===== config.mk =====
export PLATFORM = sky130hd
export DESIGN_NAME = ecpa_ctrl
export DESIGN_NICKNAME = d
export VERILOG_FILES = /design/src/rtl/ecpa_pkg.sv /design/src/rtl/ecpa_ctrl.sv
export SDC_FILE = /design/constraint.sdc
export NUM_CORES = 1
export LEC_CHECK = 0
export BUFFER_PORTS_ARGS = -buffer_cell sky130_fd_sc_hd__buf_2
export CAP_MARGIN = 20
export CORE_AREA = 2 2 64 66
export DETAILED_ROUTE_END_ITERATION = 8
export DIE_AREA = 0 0 66 68
export GPL_TIMING_DRIVEN = 0
export MAX_ROUTING_LAYER = met4
export PLACE_DENSITY_LB_ADDON = 0.25
export SLEW_MARGIN = 10
export SYNTH_ARGS = -nofsm -noshare
export SYNTH_HDL_FRONTEND = slang
export SYNTH_SLANG_ARGS = --single-unit

===== constraint.sdc =====
create_clock -name clk -period 2.2 [get_ports clk]
set_input_delay 0.66 -clock clk [delete_from_list [all_inputs] [get_ports clk]]
set_output_delay 0.66 -clock clk [all_outputs]
set_load 0.02 [all_outputs]

===== src/rtl/ecpa_pkg.sv =====
// Shared types, constants and field arithmetic helpers for the EC point unit.
`timescale 1ns / 1ps

package ecpa_pkg;

    localparam int FIELD_BITS  = 63;
    localparam int SCALAR_BITS = 64;
    localparam int CNT_W       = $clog2(FIELD_BITS);
    localparam int CMD_W       = 6;

    typedef logic [FIELD_BITS-1:0] field_t;
    typedef logic [CNT_W-1:0]      cnt_t;
    typedef logic [CMD_W-1:0]      cmd_t;
    typedef logic [1:0]            kind_t;

    localparam kind_t KIND_ADD = 2'd0;
    localparam kind_t KIND_MUL = 2'd1;
    localparam kind_t KIND_NEG = 2'd2;

    localparam field_t PRIME_RESET = FIELD_BITS'(3);
    localparam field_t COEFF_RESET = '0;
    localparam field_t MIN_PRIME   = FIELD_BITS'(3);

    localparam logic REG_PRIME = 1'b0;
    localparam logic REG_COEFF = 1'b1;

    // Datapath commands
    localparam cmd_t CMD_NOP        = 6'd0;
    localparam cmd_t CMD_LOAD       = 6'd1;
    localparam cmd_t CMD_RED_X1     = 6'd2;
    localparam cmd_t CMD_RED_Y1     = 6'd3;
    localparam cmd_t CMD_RED_X2     = 6'd4;
    localparam cmd_t CMD_RED_Y2     = 6'd5;
    localparam cmd_t CMD_RED_A      = 6'd6;
    localparam cmd_t CMD_SET_BAD    = 6'd7;
    localparam cmd_t CMD_W_INF      = 6'd8;
    localparam cmd_t CMD_W_NEG      = 6'd9;
    localparam cmd_t CMD_MUL_INIT   = 6'd10;
    localparam cmd_t CMD_W_ACC      = 6'd11;
    localparam cmd_t CMD_UV_ADD     = 6'd12;
    localparam cmd_t CMD_UV_ACC     = 6'd13;
    localparam cmd_t CMD_UV_DBL     = 6'd14;
    localparam cmd_t CMD_W_V        = 6'd15;
    localparam cmd_t CMD_W_U        = 6'd16;
    localparam cmd_t CMD_NUMDEN_SUB = 6'd17;
    localparam cmd_t CMD_MUL_UXUX   = 6'd18;
    localparam cmd_t CMD_MUL_3T     = 6'd19;
    localparam cmd_t CMD_NUMDEN_DBL = 6'd20;
    localparam cmd_t CMD_EUC_INIT   = 6'd21;
    localparam cmd_t CMD_DIV_EUC    = 6'd22;
    localparam cmd_t CMD_MUL_QS     = 6'd23;
    localparam cmd_t CMD_EUC_S      = 6'd24;
    localparam cmd_t CMD_MUL_LAM    = 6'd25;
    localparam cmd_t CMD_MUL_LL     = 6'd26;
    localparam cmd_t CMD_SUB_TUX    = 6'd27;
    localparam cmd_t CMD_WX         = 6'd28;
    localparam cmd_t CMD_SUB_UXWX   = 6'd29;
    localparam cmd_t CMD_MUL_LT     = 6'd30;
    localparam cmd_t CMD_WY         = 6'd31;
    localparam cmd_t CMD_ACC_W      = 6'd32;
    localparam cmd_t CMD_DBL_W      = 6'd33;
    localparam cmd_t CMD_OUT        = 6'd34;

    typedef struct packed {
        kind_t                          kind;
        field_t                         first_x;
        field_t                         first_y;
        logic                           first_is_inf;
        field_t                         second_x;
        field_t                         second_y;
        logic                           second_is_inf;
        logic signed [SCALAR_BITS-1:0]  scalar;
    } req_t;

    typedef struct packed {
        field_t result_x;
        field_t result_y;
        logic   result_is_inf;
        logic   bad_scalar;
    } rsp_t;

    typedef struct packed {
        logic  done;
        kind_t kind;
        logic  k_bad;
        logic  kmag_zero;
        logic  kmag_lsb;
        logic  dbl_inf;
        logic  u_inf;
        logic  v_inf;
        logic  eq_x;
        logic  eq_y;
        logic  eq_neg;
        logic  er_zero;
    } dp_status_t;

    function automatic field_t add_m(field_t a, field_t b, field_t m);
        logic [FIELD_BITS:0] s;
        s = {1'b0, a} + {1'b0, b};
        if (s >= {1'b0, m}) begin
            s = s - {1'b0, m};
        end
        return s[FIELD_BITS-1:0];
    endfunction

    function automatic field_t sub_m(field_t a, field_t b, field_t m);
        logic [FIELD_BITS:0] s;
        if (a >= b) begin
            s = {1'b0, a} - {1'b0, b};
        end else begin
            s = {1'b0, a} + {1'b0, m} - {1'b0, b};
        end
        return s[FIELD_BITS-1:0];
    endfunction

    function automatic field_t neg_m(field_t y, field_t m);
        field_t r;
        r = (y == '0) ? '0 : m - y;
        return r;
    endfunction

endpackage


===== src/rtl/ecpa_ctrl.sv =====
// Controller state machine sequencing reductions, point additions and the scalar loop.
`timescale 1ns / 1ps

module ecpa_ctrl (
    input  logic                  clk,
    input  logic                  rst_n,
    input  logic                  req_valid,
    output logic                  req_ready,
    output logic                  rsp_valid,
    input  logic                  rsp_ready,
    output ecpa_pkg::cmd_t        cmd,
    input  ecpa_pkg::dp_status_t  status
);

    localparam logic [4:0] S_IDLE = 5'd0;
    localparam logic [4:0] S_RX1  = 5'd1;
    localparam logic [4:0] S_RY1  = 5'd2;
    localparam logic [4:0] S_RX2  = 5'd3;
    localparam logic [4:0] S_RY2  = 5'd4;
    localparam logic [4:0] S_RA   = 5'd5;
    localparam logic [4:0] S_DISP = 5'd6;
    localparam logic [4:0] S_LOOP = 5'd7;
    localparam logic [4:0] S_DBL  = 5'd8;
    localparam logic [4:0] S_ADD  = 5'd9;
    localparam logic [4:0] S_DB1  = 5'd10;
    localparam logic [4:0] S_DB2  = 5'd11;
    localparam logic [4:0] S_DB3  = 5'd12;
    localparam logic [4:0] S_INV0 = 5'd13;
    localparam logic [4:0] S_INV1 = 5'd14;
    localparam logic [4:0] S_INV2 = 5'd15;
    localparam logic [4:0] S_INV3 = 5'd16;
    localparam logic [4:0] S_LAM  = 5'd17;
    localparam logic [4:0] S_X1   = 5'd18;
    localparam logic [4:0] S_X2   = 5'd19;
    localparam logic [4:0] S_X3   = 5'd20;
    localparam logic [4:0] S_Y1   = 5'd21;
    localparam logic [4:0] S_Y2   = 5'd22;
    localparam logic [4:0] S_Y3   = 5'd23;
    localparam logic [4:0] S_AEND = 5'd24;
    localparam logic [4:0] S_FIN  = 5'd25;

    localparam logic [1:0] PH_ADD = 2'd0;
    localparam logic [1:0] PH_ACC = 2'd1;
    localparam logic [1:0] PH_DBL = 2'd2;

    logic [4:0] state_reg, state_next;
    logic [1:0] phase_reg, phase_next;
    logic       issued_reg, issued_next;
    logic       valid_reg, valid_next;

    logic           long_en;
    ecpa_pkg::cmd_t long_cmd;
    logic [4:0]     long_nxt;

    assign req_ready = (state_reg == S_IDLE);
    assign rsp_valid = valid_reg;

    always_comb
    begin
        state_next  = state_reg;
        phase_next  = phase_reg;
        issued_next = issued_reg;
        valid_next  = valid_reg && !rsp_ready;
        cmd         = ecpa_pkg::CMD_NOP;
        long_en     = 1'b0;
        long_cmd    = ecpa_pkg::CMD_NOP;
        long_nxt    = state_reg;

        case (state_reg)
            S_IDLE:
            begin
                if (req_valid)
                begin
                    cmd        = ecpa_pkg::CMD_LOAD;
                    state_next = S_RX1;
                end
            end
            S_RX1: begin long_en = 1'b1; long_cmd = ecpa_pkg::CMD_RED_X1; long_nxt = S_RY1; end
            S_RY1: begin long_en = 1'b1; long_cmd = ecpa_pkg::CMD_RED_Y1; long_nxt = S_RX2; end
            S_RX2: begin long_en = 1'b1; long_cmd = ecpa_pkg::CMD_RED_X2; long_nxt = S_RY2; end
            S_RY2: begin long_en = 1'b1; long_cmd = ecpa_pkg::CMD_RED_Y2; long_nxt = S_RA;  end
            S_RA:  begin long_en = 1'b1; long_cmd = ecpa_pkg::CMD_RED_A;  long_nxt = S_DISP; end
            S_DISP:
            begin
                case (status.kind)
                    ecpa_pkg::KIND_ADD:
                    begin
                        cmd        = ecpa_pkg::CMD_UV_ADD;
                        phase_next = PH_ADD;
                        state_next = S_ADD;
                    end
                    ecpa_pkg::KIND_MUL:
                    begin
                        if (status.k_bad)
                        begin
                            cmd        = ecpa_pkg::CMD_SET_BAD;
                            state_next = S_FIN;
                        end
                        else
                        begin
                            cmd        = ecpa_pkg::CMD_MUL_INIT;
                            state_next = S_LOOP;
                        end
                    end
                    ecpa_pkg::KIND_NEG:
                    begin
                        cmd        = ecpa_pkg::CMD_W_NEG;
                        state_next = S_FIN;
                    end
                    default:
                    begin
                        cmd        = ecpa_pkg::CMD_W_INF;
                        state_next = S_FIN;
                    end
                endcase
            end
            S_LOOP:
            begin
                if (status.kmag_zero || status.dbl_inf)
                begin
                    cmd        = ecpa_pkg::CMD_W_ACC;
                    state_next = S_FIN;
                end
                else if (status.kmag_lsb)
                begin
                    cmd        = ecpa_pkg::CMD_UV_ACC;
                    phase_next = PH_ACC;
                    state_next = S_ADD;
                end
                else
                begin
                    state_next = S_DBL;
                end
            end
            S_DBL:
            begin
                cmd        = ecpa_pkg::CMD_UV_DBL;
                phase_next = PH_DBL;
                state_next = S_ADD;
            end
            S_ADD:
            begin
                if (status.u_inf)
                begin
                    cmd        = ecpa_pkg::CMD_W_V;
                    state_next = S_AEND;
                end
                else if (status.v_inf)
                begin
                    cmd        = ecpa_pkg::CMD_W_U;
                    state_next = S_AEND;
                end
                else if (status.eq_neg)
                begin
                    cmd        = ecpa_pkg::CMD_W_INF;
                    state_next = S_AEND;
                end
                else if (status.eq_x && status.eq_y)
                begin
                    state_next = S_DB1;
                end
                else if (status.eq_x)
                begin
                    cmd        = ecpa_pkg::CMD_W_INF;
                    state_next = S_AEND;
                end
                else
                begin
                    cmd        = ecpa_pkg::CMD_NUMDEN_SUB;
                    state_next = S_INV0;
                end
            end
            S_DB1: begin long_en = 1'b1; long_cmd = ecpa_pkg::CMD_MUL_UXUX; long_nxt = S_DB2; end
            S_DB2: begin long_en = 1'b1; long_cmd = ecpa_pkg::CMD_MUL_3T;   long_nxt = S_DB3; end
            S_DB3:
            begin
                cmd        = ecpa_pkg::CMD_NUMDEN_DBL;
                state_next = S_INV0;
            end
            S_INV0:
            begin
                cmd        = ecpa_pkg::CMD_EUC_INIT;
                state_next = S_INV1;
            end
            S_INV1:
            begin
                if (!issued_reg && status.er_zero)
                begin
                    state_next = S_LAM;
                end
                else
                begin
                    long_en  = 1'b1;
                    long_cmd = ecpa_pkg::CMD_DIV_EUC;
                    long_nxt = S_INV2;
                end
            end
            S_INV2: begin long_en = 1'b1; long_cmd = ecpa_pkg::CMD_MUL_QS; long_nxt = S_INV3; end
            S_INV3:
            begin
                cmd        = ecpa_pkg::CMD_EUC_S;
                state_next = S_INV1;
            end
            S_LAM: begin long_en = 1'b1; long_cmd = ecpa_pkg::CMD_MUL_LAM; long_nxt = S_X1; end
            S_X1:  begin long_en = 1'b1; long_cmd = ecpa_pkg::CMD_MUL_LL;  long_nxt = S_X2; end
            S_X2:
            begin
                cmd        = ecpa_pkg::CMD_SUB_TUX;
                state_next = S_X3;
            end
            S_X3:
            begin
                cmd        = ecpa_pkg::CMD_WX;
                state_next = S_Y1;
            end
            S_Y1:
            begin
                cmd        = ecpa_pkg::CMD_SUB_UXWX;
                state_next = S_Y2;
            end
            S_Y2: begin long_en = 1'b1; long_cmd = ecpa_pkg::CMD_MUL_LT; long_nxt = S_Y3; end
            S_Y3:
            begin
                cmd        = ecpa_pkg::CMD_WY;
                state_next = S_AEND;
            end
            S_AEND:
            begin
                case (phase_reg)
                    PH_ACC:
                    begin
                        cmd        = ecpa_pkg::CMD_ACC_W;
                        state_next = S_DBL;
                    end
                    PH_DBL:
                    begin
                        cmd        = ecpa_pkg::CMD_DBL_W;
                        state_next = S_LOOP;
                    end
                    default:
                    begin
                        state_next = S_FIN;
                    end
                endcase
            end
            S_FIN:
            begin
                if (!valid_reg || rsp_ready)
                begin
                    cmd        = ecpa_pkg::CMD_OUT;
                    valid_next = 1'b1;
                    state_next = S_IDLE;
                end
            end
            default:
            begin
                state_next = S_IDLE;
            end
        endcase

        // Multi-cycle engine operations: issue once, then wait for completion.
        if (long_en)
        begin
            if (!issued_reg)
            begin
                cmd         = long_cmd;
                issued_next = 1'b1;
            end
            else if (status.done)
            begin
                issued_next = 1'b0;
                state_next  = long_nxt;
            end
        end
    end

    always_ff @(posedge clk or negedge rst_n)
    begin
        if (!rst_n)
        begin
            state_reg  <= S_IDLE;
            phase_reg  <= PH_ADD;
            issued_reg <= 1'b0;
            valid_reg  <= 1'b0;
        end
        else
        begin
            state_reg  <= state_next;
            phase_reg  <= phase_next;
            issued_reg <= issued_next;
            valid_reg  <= valid_next;
        end
    end

endmodule


==> impl_metrics.json <==
{
  "regArea_um2": 225,
  "outcome": "finished, violations left",
  "clockBufferDepth": 2,
  "grt_start_max_net_pins": 11,
  "synthFlopType": "dfrtp_1",
  "initial_utilization_pct": 42.1,
  "hpwl_um": 4410,
  "cts_buffers": 3,
  "drtIter0Drc": 192,
  "start_kind": "flop",
  "clk_pin_slew_ns": 0.05,
  "rows": 23,
  "route.met3.wl_um": 566,
  "postSynth.asyncResetShare_pct": 100,
  "r2r_cells": 8,
  "highest_layer": "met4",
  "fin_util_pct": 57.3,
  "multi_input_comb_area_um2": 1330,
  "maxCapViolCount": 0,
  "synthDistinctLibCells": 65,
  "total_leakage_power_nw": 0.940,
  "hold_class": "input port to async pin",
  "violations": "setup timing",
  "diodes": 0,
  "first_pass_iters": 5,
  "cts_tree": "done",
  "relSlewSlack_pct": 72.0,
  "tightest_slew_ns": 0.417,
  "grt-ovfl-total": 0,
  "grt_pass1_vias": 1937,
  "totalWireLength_um": 6030,
  "crit_required_ns": 1.54,
  "globalplace.congestion": 1.04,
  "area_delta_synth_final_pct": 36.2,
  "fp.dieW_um": 66,
  "track_usage_pct": 29.1,
  "wl_met2_um": 2890,
  "finalCriticalPeriod_ns": 2.63,
  "avgSynthCellArea_um2": 7.24,
  "synth_edf_count": 0,
  "syn-num-nets": 244,
  "cp_max_fo": 6,
  "peakVddDrop_mv": 0.799,
  "drive_above_1_share_pct": 36.0,
  "htreeDepth": 1,
  "most-common-layout-cells": "buf_4 (22), buf_2 (22), nand2_1 (20)",
  "drc_errors": 0,
  "core_um2": 3860,
  "io_pins": 25,
  "criticalPathCategory": "flop to output pin",
  "route.vias.total": 2037,
  "port_buffers": 24,
  "grt_pass1_wl_um": 9540,
  "p_total_w": 0.00306,
  "clock_latency_ns": 0.23,
  "root_buffer": "clkbuf_8",
  "syn_inst": 224,
  "skew_ns": 0.00327,
  "die_h_um": 68,
  "synth_seq_area_share_pct": 13.9,
  "clock_sinks": 9,
  "avgRoutedWirePerCell_um": 18.7,
  "nets": 293,
  "fin_crit_sh_pct": 120,
  "setup_viol": 6,
  "synth-seq-cells": 9,
  "rsz0062_at_grt": "yes",
  "die_area_um2": 4490,
  "p_per_area_nw_per_um2": 1380,
  "maxSlewViolCount": 0,
  "regToRegSetupSlack_ns": 0.21,
  "hold_violations": 0,
  "met1_length_um": 2400,
  "antenna_found_initial": 0,
  "viasPerCell": 6.33,
  "fill_cells": 400,
  "ant_nets": 0,
  "fmax_mhz": 380,
  "r2r_end": "state_reg[0]",
  "cts_hold_buf": 0,
  "netlist_area_um2": 1620,
  "largest_reg_flops": 5,
  "timing.rr.start": "state_reg[0]",
  "setup_ws_ns": -0.431,
  "yosys_warnings": 0,
  "cp.arrival_ns": 1.97,
  "end_kind": "output pin"
}
-- Yosys cell counts (all sizes together), types with 3 or more instances --
master	count	share of area [%]
inv	11	2.5
o21ai	19	6.6
dfrtp	9	14
nand2b	15	5.8
a21o	3	1.4
a21oi	18	5.8
a211o	3	1.6
o22ai	4	1.5
nor4	4	1.5
buf	17	7.3
ha	3	2.3
nand2	21	5.0
o31ai	3	1.4
or3	4	1.5
a31oi	4	2.5
and2b	5	2.5
nor2	18	4.2
o211ai	5	2.6
nand3	8	3.2
nor3	9	2.8
-- timing repair --
action / CTS / global route
buffers inserted: 15 / 5
endpoints found under the setup margin: 6 / 7
resized for setup: 33 / 16
pin swaps: 5 / 9
-- metrics by stage --
step / instances / cell area [um2] / hold slack [ns] / setup slack [ns] / TNS [ns]
floorplan: 224 / 1640 / 0.364 / -0.0649 / -0.208
global placement: 298 / 1830 / 0.520 / -0.567 / -2.27
detailed placement: 298 / 1830 / 0.523 / -0.528 / -2.14
CTS: 317 / 2110 / 0.278 / -0.434 / -1.98
global route: 322 / 2210 / 0.284 / -0.490 / -2.37
finish: 322 / 2210 / 0.274 / -0.431 / -1.99
-- cells by family (layout without fill, tap and decap cells) --
family / count (synthesis) / count (layout) / share of synthesized area [%]
compound gates: 83 / 83 / 37.2
xor+xnor: 1 / 1 / 0.540
fa+ha+maj: 3 / 3 / 2.31
buf+inv: 28 / 76 / 9.87
flops: 9 / 9 / 13.9
mux: 1 / 1 / 0.617
simple gates: 99 / 99 / 35.5
-- critical path: stages, from the launching register on --
cell and delay (ns):
dfrtp_1 0.38, buf_6 0.13, nand3b_1 0.19, or3_4 0.36, a41oi_4 0.19, buf_12 0.15, inv_2 0.04, o211ai_4 0.16
buf_6 0.14
-- power breakdown --
part / total, W / internal (W) / switching [W]
Sequential: 0.000287 / 0.000229 / 0.0000580
Clock: 0.000190 / 0.000126 / 0.0000640
Combinational: 0.00258 / 0.00116 / 0.00142
-- worst max path at each step --
stage,from,to,slack [ns]
detailed placement,status[0],cmd[1],-0.53
CTS,state_reg[4],cmd[3],-0.43
global route,state_reg[4],cmd[4],-0.49
finish,state_reg[4],cmd[3],-0.43
floorplan,state_reg[4],cmd[3],-0.06
global placement,status[0],cmd[1],-0.57
-- layout make-up --
cell class                 count  share of cell area [%]
sequential                     9                    10.2
buffer                        17                    8.21
multi-input combinational    187                    60.3
inverter                      11                    2.21
tap                           50                    2.83
timing repair buffer          44                    14.2
clock buffer                   4                    2.04
-- layer usage --
metal	global-route usage (%)	up-vias
li1	-	941
met1	36.0	949
met2	48.5	127
met3	5.76	20
met4	8.67	0
met5	-	-
Note: power is estimated with default switching activity, not from simulation.
